File: src/rtl/mpaf_pkg.sv
`timescale 1ns / 1ps
// Shared types and constants for the marker pose to arena frame block.
// No dependencies.
package mpaf_pkg;

	localparam int ID_W        = 10;
	localparam int POS_W       = 32;
	localparam int PX_W        = 16;
	localparam int SIZE_W      = 16;
	localparam int THETA_W     = 16;
	localparam int CFG_IDX_W   = 1;
	localparam int CNT_W       = 5;

	localparam logic [CFG_IDX_W-1:0] REG_ARENA_WIDTH  = 1'b0;
	localparam logic [CFG_IDX_W-1:0] REG_ARENA_HEIGHT = 1'b1;

	localparam logic [SIZE_W-1:0] ARENA_WIDTH_RST  = 16'd1024;
	localparam logic [SIZE_W-1:0] ARENA_HEIGHT_RST = 16'd512;

	// last reference id (origin, x axis, y axis)
	localparam int REF_LAST    = 2;

	localparam int MUL_A_N     = 20;
	localparam int MUL_B_N     = 2;
	localparam int SQRT_N      = 32;
	localparam int SIZE_STEPS  = 16;
	localparam int QUO_N       = 32;
	localparam int CORDIC_N    = 20;

	localparam int ANG_FRAC_SHIFT = 7;
	localparam int ANG_PI_Q20     = 3294199;
	localparam int THETA_LIMIT    = 25736;

	typedef struct packed {
		logic [ID_W-1:0]          marker_id;
		logic signed [POS_W-1:0]  pos_x;
		logic signed [POS_W-1:0]  pos_y;
		logic signed [POS_W-1:0]  pos_z;
		logic signed [PX_W-1:0]   corner0_x;
		logic signed [PX_W-1:0]   corner0_y;
		logic signed [PX_W-1:0]   corner1_x;
		logic signed [PX_W-1:0]   corner1_y;
	} marker_t;

	typedef struct packed {
		logic [ID_W-1:0]           out_id;
		logic signed [POS_W-1:0]   pose_x;
		logic signed [POS_W-1:0]   pose_y;
		logic signed [THETA_W-1:0] theta;
		logic                      degenerate;
	} pose_t;

	typedef enum logic [3:0] {
		ST_IDLE, ST_DIFF, ST_MULA, ST_CHK, ST_SQRT, ST_MULB, ST_DIVM,
		ST_DIVC, ST_DIVD, ST_CLOAD, ST_NORM, ST_CINIT, ST_CSTEP, ST_FIN
	} state_t;

	typedef struct packed {
		logic load;
		logic mstep;
		logic check;
		logic dstep;
	} div_cmd_t;

	typedef struct packed {
		logic             cap;
		logic             diff;
		logic             mul_en;
		logic             chk;
		logic             sqrt_init;
		logic             sqrt_step;
		div_cmd_t         div;
		logic             cor_load;
		logic             cor_norm;
		logic             cor_init;
		logic             cor_step;
		logic             out_load;
		logic [CNT_W-1:0] idx;
	} cmd_t;

	typedef struct packed {
		logic id_ref;
		logic degen;
		logic cor_zero;
		logic norm_ok;
	} status_t;

	// atan(2^-i) in Q.20
	function automatic logic signed [23:0] atan_q20(input logic [CNT_W-1:0] i);
		logic signed [23:0] r;
		case (i)
			5'd0:  r = 24'sd823550;
			5'd1:  r = 24'sd486170;
			5'd2:  r = 24'sd256879;
			5'd3:  r = 24'sd130396;
			5'd4:  r = 24'sd65451;
			5'd5:  r = 24'sd32757;
			5'd6:  r = 24'sd16383;
			5'd7:  r = 24'sd8192;
			5'd8:  r = 24'sd4096;
			5'd9:  r = 24'sd2048;
			5'd10: r = 24'sd1024;
			5'd11: r = 24'sd512;
			5'd12: r = 24'sd256;
			5'd13: r = 24'sd128;
			5'd14: r = 24'sd64;
			5'd15: r = 24'sd32;
			5'd16: r = 24'sd16;
			5'd17: r = 24'sd8;
			5'd18: r = 24'sd4;
			5'd19: r = 24'sd2;
			default: r = '0;
		endcase
		return r;
	endfunction

endpackage

File: src/rtl/mpaf_ctrl.sv
`timescale 1ns / 1ps
// Sequencer: steps the datapath through products, roots, divides and CORDIC,
// and owns both handshakes. Depends on mpaf_pkg.
module mpaf_ctrl (
	input  logic                clk,
	input  logic                arst_n,
	input  logic                marker_valid,
	output logic                marker_stall,
	output logic                pose_valid,
	input  logic                pose_stall,
	input  mpaf_pkg::status_t   st,
	output mpaf_pkg::cmd_t      cmd
);

	localparam int CNT_W = mpaf_pkg::CNT_W;
	localparam logic [CNT_W-1:0] CNT_W_MULA = CNT_W'(mpaf_pkg::MUL_A_N);

	mpaf_pkg::state_t                 state_q, state_d;
	logic [CNT_W-1:0]                 cnt_q, cnt_d;
	logic                             out_valid_q;

	assign pose_valid = out_valid_q;

	always_ff @(posedge clk or negedge arst_n) begin
		if (!arst_n) begin
			state_q     <= mpaf_pkg::ST_IDLE;
			cnt_q       <= '0;
			out_valid_q <= 1'b0;
		end else begin
			state_q <= state_d;
			cnt_q   <= cnt_d;
			if (cmd.out_load)
				out_valid_q <= 1'b1;
			else if (!pose_stall)
				out_valid_q <= 1'b0;
		end
	end

	always_comb begin
		state_d      = state_q;
		cnt_d        = cnt_q;
		cmd          = '0;
		marker_stall = 1'b1;
		case (state_q)
			mpaf_pkg::ST_IDLE: begin
				marker_stall = 1'b0;
				if (marker_valid) begin
					cmd.cap = 1'b1;
					if (!st.id_ref)
						state_d = mpaf_pkg::ST_DIFF;
				end
			end
			mpaf_pkg::ST_DIFF: begin
				cmd.diff = 1'b1;
				cnt_d    = '0;
				state_d  = mpaf_pkg::ST_MULA;
			end
			mpaf_pkg::ST_MULA: begin
				cmd.idx    = cnt_q;
				cmd.mul_en = cnt_q != CNT_W_MULA;
				cnt_d      = cnt_q + 1'b1;
				if (cnt_q == CNT_W_MULA)
					state_d = mpaf_pkg::ST_CHK;
			end
			mpaf_pkg::ST_CHK: begin
				cmd.chk = 1'b1;
				cnt_d   = '0;
				if (st.degen) begin
					state_d = mpaf_pkg::ST_FIN;
				end else begin
					cmd.sqrt_init = 1'b1;
					cmd.div.load  = 1'b1;
					state_d       = mpaf_pkg::ST_SQRT;
				end
			end
			mpaf_pkg::ST_SQRT: begin
				cmd.sqrt_step = 1'b1;
				cnt_d         = cnt_q + 1'b1;
				if (cnt_q == CNT_W'(mpaf_pkg::SQRT_N - 1)) begin
					cnt_d   = '0;
					state_d = mpaf_pkg::ST_MULB;
				end
			end
			mpaf_pkg::ST_MULB: begin
				cmd.idx    = cnt_q + CNT_W_MULA;
				cmd.mul_en = cnt_q != CNT_W'(mpaf_pkg::MUL_B_N);
				cnt_d      = cnt_q + 1'b1;
				if (cnt_q == CNT_W'(mpaf_pkg::MUL_B_N)) begin
					cnt_d   = '0;
					state_d = mpaf_pkg::ST_DIVM;
				end
			end
			mpaf_pkg::ST_DIVM: begin
				cmd.div.mstep = 1'b1;
				cnt_d         = cnt_q + 1'b1;
				if (cnt_q == CNT_W'(mpaf_pkg::SIZE_STEPS - 1))
					state_d = mpaf_pkg::ST_DIVC;
			end
			mpaf_pkg::ST_DIVC: begin
				cmd.div.check = 1'b1;
				cnt_d         = '0;
				state_d       = mpaf_pkg::ST_DIVD;
			end
			mpaf_pkg::ST_DIVD: begin
				cmd.div.dstep = 1'b1;
				cnt_d         = cnt_q + 1'b1;
				if (cnt_q == CNT_W'(mpaf_pkg::QUO_N - 1))
					state_d = mpaf_pkg::ST_CLOAD;
			end
			mpaf_pkg::ST_CLOAD: begin
				cmd.cor_load = 1'b1;
				state_d      = mpaf_pkg::ST_NORM;
			end
			mpaf_pkg::ST_NORM: begin
				if (st.cor_zero)
					state_d = mpaf_pkg::ST_FIN;
				else if (st.norm_ok)
					state_d = mpaf_pkg::ST_CINIT;
				else
					cmd.cor_norm = 1'b1;
			end
			mpaf_pkg::ST_CINIT: begin
				cmd.cor_init = 1'b1;
				cnt_d        = '0;
				state_d      = mpaf_pkg::ST_CSTEP;
			end
			mpaf_pkg::ST_CSTEP: begin
				cmd.cor_step = 1'b1;
				cmd.idx      = cnt_q;
				cnt_d        = cnt_q + 1'b1;
				if (cnt_q == CNT_W'(mpaf_pkg::CORDIC_N - 1))
					state_d = mpaf_pkg::ST_FIN;
			end
			mpaf_pkg::ST_FIN: begin
				if (!out_valid_q || !pose_stall) begin
					cmd.out_load = 1'b1;
					state_d      = mpaf_pkg::ST_IDLE;
				end
			end
			default: state_d = mpaf_pkg::ST_IDLE;
		endcase
	end

endmodule

File: config.mk
export PLATFORM = sky130hd
export DESIGN_NAME = mpaf_ctrl
export DESIGN_NICKNAME = d
export VERILOG_FILES = /design/src/rtl/mpaf_pkg.sv /design/src/rtl/mpaf_ctrl.sv
export SDC_FILE = /design/constraint.sdc
export NUM_CORES = 1
export LEC_CHECK = 0
export BUFFER_PORTS_ARGS = -buffer_cell sky130_fd_sc_hd__buf_2
export CORE_MARGIN = 2
export CORE_UTILIZATION = 50
export CTS_BUF_LIST = sky130_fd_sc_hd__clkbuf_8
export DETAILED_ROUTE_END_ITERATION = 8
export HOLD_SLACK_MARGIN = 0.1
export PLACE_DENSITY = 0.77
export SLEW_MARGIN = 20
export SYNTH_ARGS = -nofsm -noshare
export SYNTH_HDL_FRONTEND = slang
export SYNTH_SLANG_ARGS = --single-unit
File: constraint.sdc
create_clock -name clk -period 6.65 [get_ports clk]
set_clock_uncertainty 0.2 [all_clocks]
set_input_delay 0.9975 -clock clk [delete_from_list [all_inputs] [get_ports clk]]
set_output_delay 0.9975 -clock clk [all_outputs]
set_load 0.02 [all_outputs]
==> flow_summary.ini <==
[run_status]
run_status = finished, final reports clean

[logic_synthesis]
synth_edf_count = 0
synth.distinct_cells = 45
synth.top_cell.area_share = 0.231
synth_area_leaders = dfrtp_1 23%, ha_1 10%, nor2_1 7.6%
ys_seq_area_frac = 0.231
async_flop_share = 1.00
ys_seq_elements = 10
yosysTopAreaCell = dfrtp_1
synth_area_per_cell_um2 = 8.03
synth_warnings = 0
synth_ff_type = dfrtp_1
syn_nets = 152
syn-instance-count = 135
synth_area_mm2 = 0.00108

[floorplanning]
top_level_ports = 30
die_h_um = 50.6
die-area_mm2 = 0.00256
num_rows = 16
coreArea_mm2 = 0.00200
die_w_um = 50.6
initial_utilization = 0.541

[cts]
ctsHoldBuffers = 0
cts_sinks = 10
post_cts_buffers = 0
cts_inserted_buffers = 3
cts-root-buf = clkbuf_8
cts.repair.resized = 0
clk_pin_slew_worst_paths_ns = 0.04
cts.path.max_buffers = 2
clk_latency_ns = 0.22
htreeDepth = 1
cts_tree = built

[placed_design]
place_area_mm2 = 0.00120
place_ws_ns = 3.17
dpl.hpwl_um = 1890
portBuffers = 29
place.gp.congestion = 0.892
dp.cells = 182

[drt]
drtIter0Drc = 32
vias = 1064
drc = 0
viasPerCell = 5.75
final_antenna_net_count = 0
drt-pass1-iter-count = 5
drt-total-wl_um = 2420
wl_per_cell_um = 13.1

[timing]
period_minus_slack_ns = 3.76
tns_ns = 0
setup-violations-final = 0
fmax_mhz = 266
rsz0062_at_grt = false
worst_pin_slew_ns = 0.525
drv_slew = 0
worst_slack_ns = 2.89
min_period_over_period = 0.565
slew_headroom = 0.649
hold_viol_final = 0

[critical_path]
crit_chain = nand2b_1, nor2_1, ha_1, nor3_1, a31oi_1, nor2_1, a41oi_1, buf_2
start_kind = flop
cp_max_fo = 19
cp_slowest_stage_delay_ns = 0.66
cp_slowest_cell = dfrtp_1
cp.required_ns = 5.45
cpMostUsedCell = nor2_1
end_kind = primary output
cp.arrival_ns = 2.56
critPathKind = reg2out

[global_route]
gr-total-overflow = 0
grt_pass1_wl_um = 3970
antenna_found_initial = 0
grt_pass1_vias = 916
grt_start_max_net_pins = 20
grt_use_total = 0.197

[layout]
drive_above_1_share = 0.272
fin_nets = 177
finalInstanceArea_mm2 = 0.00124
nFillCells = 195
instances_no_fill = 185
mostFrequentLayoutCells = 29 x buf_2, 22 x nor2_1, 12 x nand2_1
diodes = 0
syn_to_final_growth_pct = 14.3
final_common_cell = buf_2

[hold_path]
hold_class = reg2reg

[power]
power_leakage_uw = 0.000614
vdd_drop_max_mv = 0.289
p_total_uw = 639
power-per-cell-area_mw_per_mm2 = 516

[flow_run]
drv_cap = 0
[logic make-up after synthesis]
family / Yosys count / synth area share
AO/OA/AOI/OAI: 33 / 0.233
adder cells (fa/ha/maj): 9 / 0.104
buffers and inverters: 18 / 0.0912
flip-flops: 10 / 0.231
multiplexers: 2 / 0.0196
AND/OR/NAND/NOR: 63 / 0.321
[flip-flops by register name (all words and copies together) (netlist names)]
register and flops:
cnt_q 5, pose_valid 1, state_q 4
[layout make-up]
class                      count  area (um2)  share of cell area
clock buffer                   3        41.3              0.0333
tap                           27        33.8              0.0273
multi-input combinational    107         734               0.593
inverter                       9        33.8              0.0273
timing repair buffer          29         145               0.117
sequential                    10         250               0.202
[synth_stat cells, types with 3 or more instances]
library cell,instances
nor2_1,22
nand2_1,12
dfrtp_1,10
a21oi_1,9
ha_1,9
inv_1,8
nor3_1,5
buf_4,4
nand2b_1,4
nor2b_1,4
a211o_1,3
o21ai_1,3
[through the flow]
stage / util / hold slack (ns)
global route: 0.619 / 0.389
detailed placement: 0.598 / 0.330
finish: 0.619 / 0.344
global placement: 0.598 / 0.308
CTS: 0.619 / 0.362
floorplan: - / 0.342
[worst max-delay path: cells and delay by family (launching register included)]
kind | cells | cell delay [ns]
AND/OR/NAND/NOR | 4 | 1.00
flip-flops | 1 | 0.66
adder cells (fa/ha/maj) | 1 | 0.33
buffers and inverters | 1 | 0.17
AO/OA/AOI/OAI | 2 | 0.16
[layer usage]
metal,part of all wire,up-vias,global-route usage
met1,0.45,500,0.273
li1,-,522,-
met5,0,-,0
met2,0.48,40,0.331
met4,0.0017,0,0.0495
met3,0.074,2,0.0179
[path summary, 6_finish.rpt]
check	start	to	slack, ns	cells past startpoint
setup / recovery	state_q[2]$_DFFE_PN0P_	cmd[17]	2.89	8
max in group asynchronous	arst_n	cnt_q[4]$_DFFE_PN0P_	5.65	1
setup reg to reg	cnt_q[2]$_DFFE_PN0P_	cnt_q[2]$_DFFE_PN0P_	4.16	8
min in group asynchronous	arst_n	pose_valid$_DFFE_PN0P_	0.42	1
hold reg to reg	pose_valid$_DFFE_PN0P_	pose_valid$_DFFE_PN0P_	0.34	2
hold / removal	pose_valid$_DFFE_PN0P_	pose_valid$_DFFE_PN0P_	0.34	2
[report_power, final]
part	internal, uW	leakage [uW]	switching [uW]	total (uW)
clock	39.2	0.0000216	18.8	58.0
combinational	168	0.000469	246	413
sequential	90.2	0.000124	77.8	168
total	297	0.000614	342	639
Note: power is estimated with default switching activity, not from simulation.
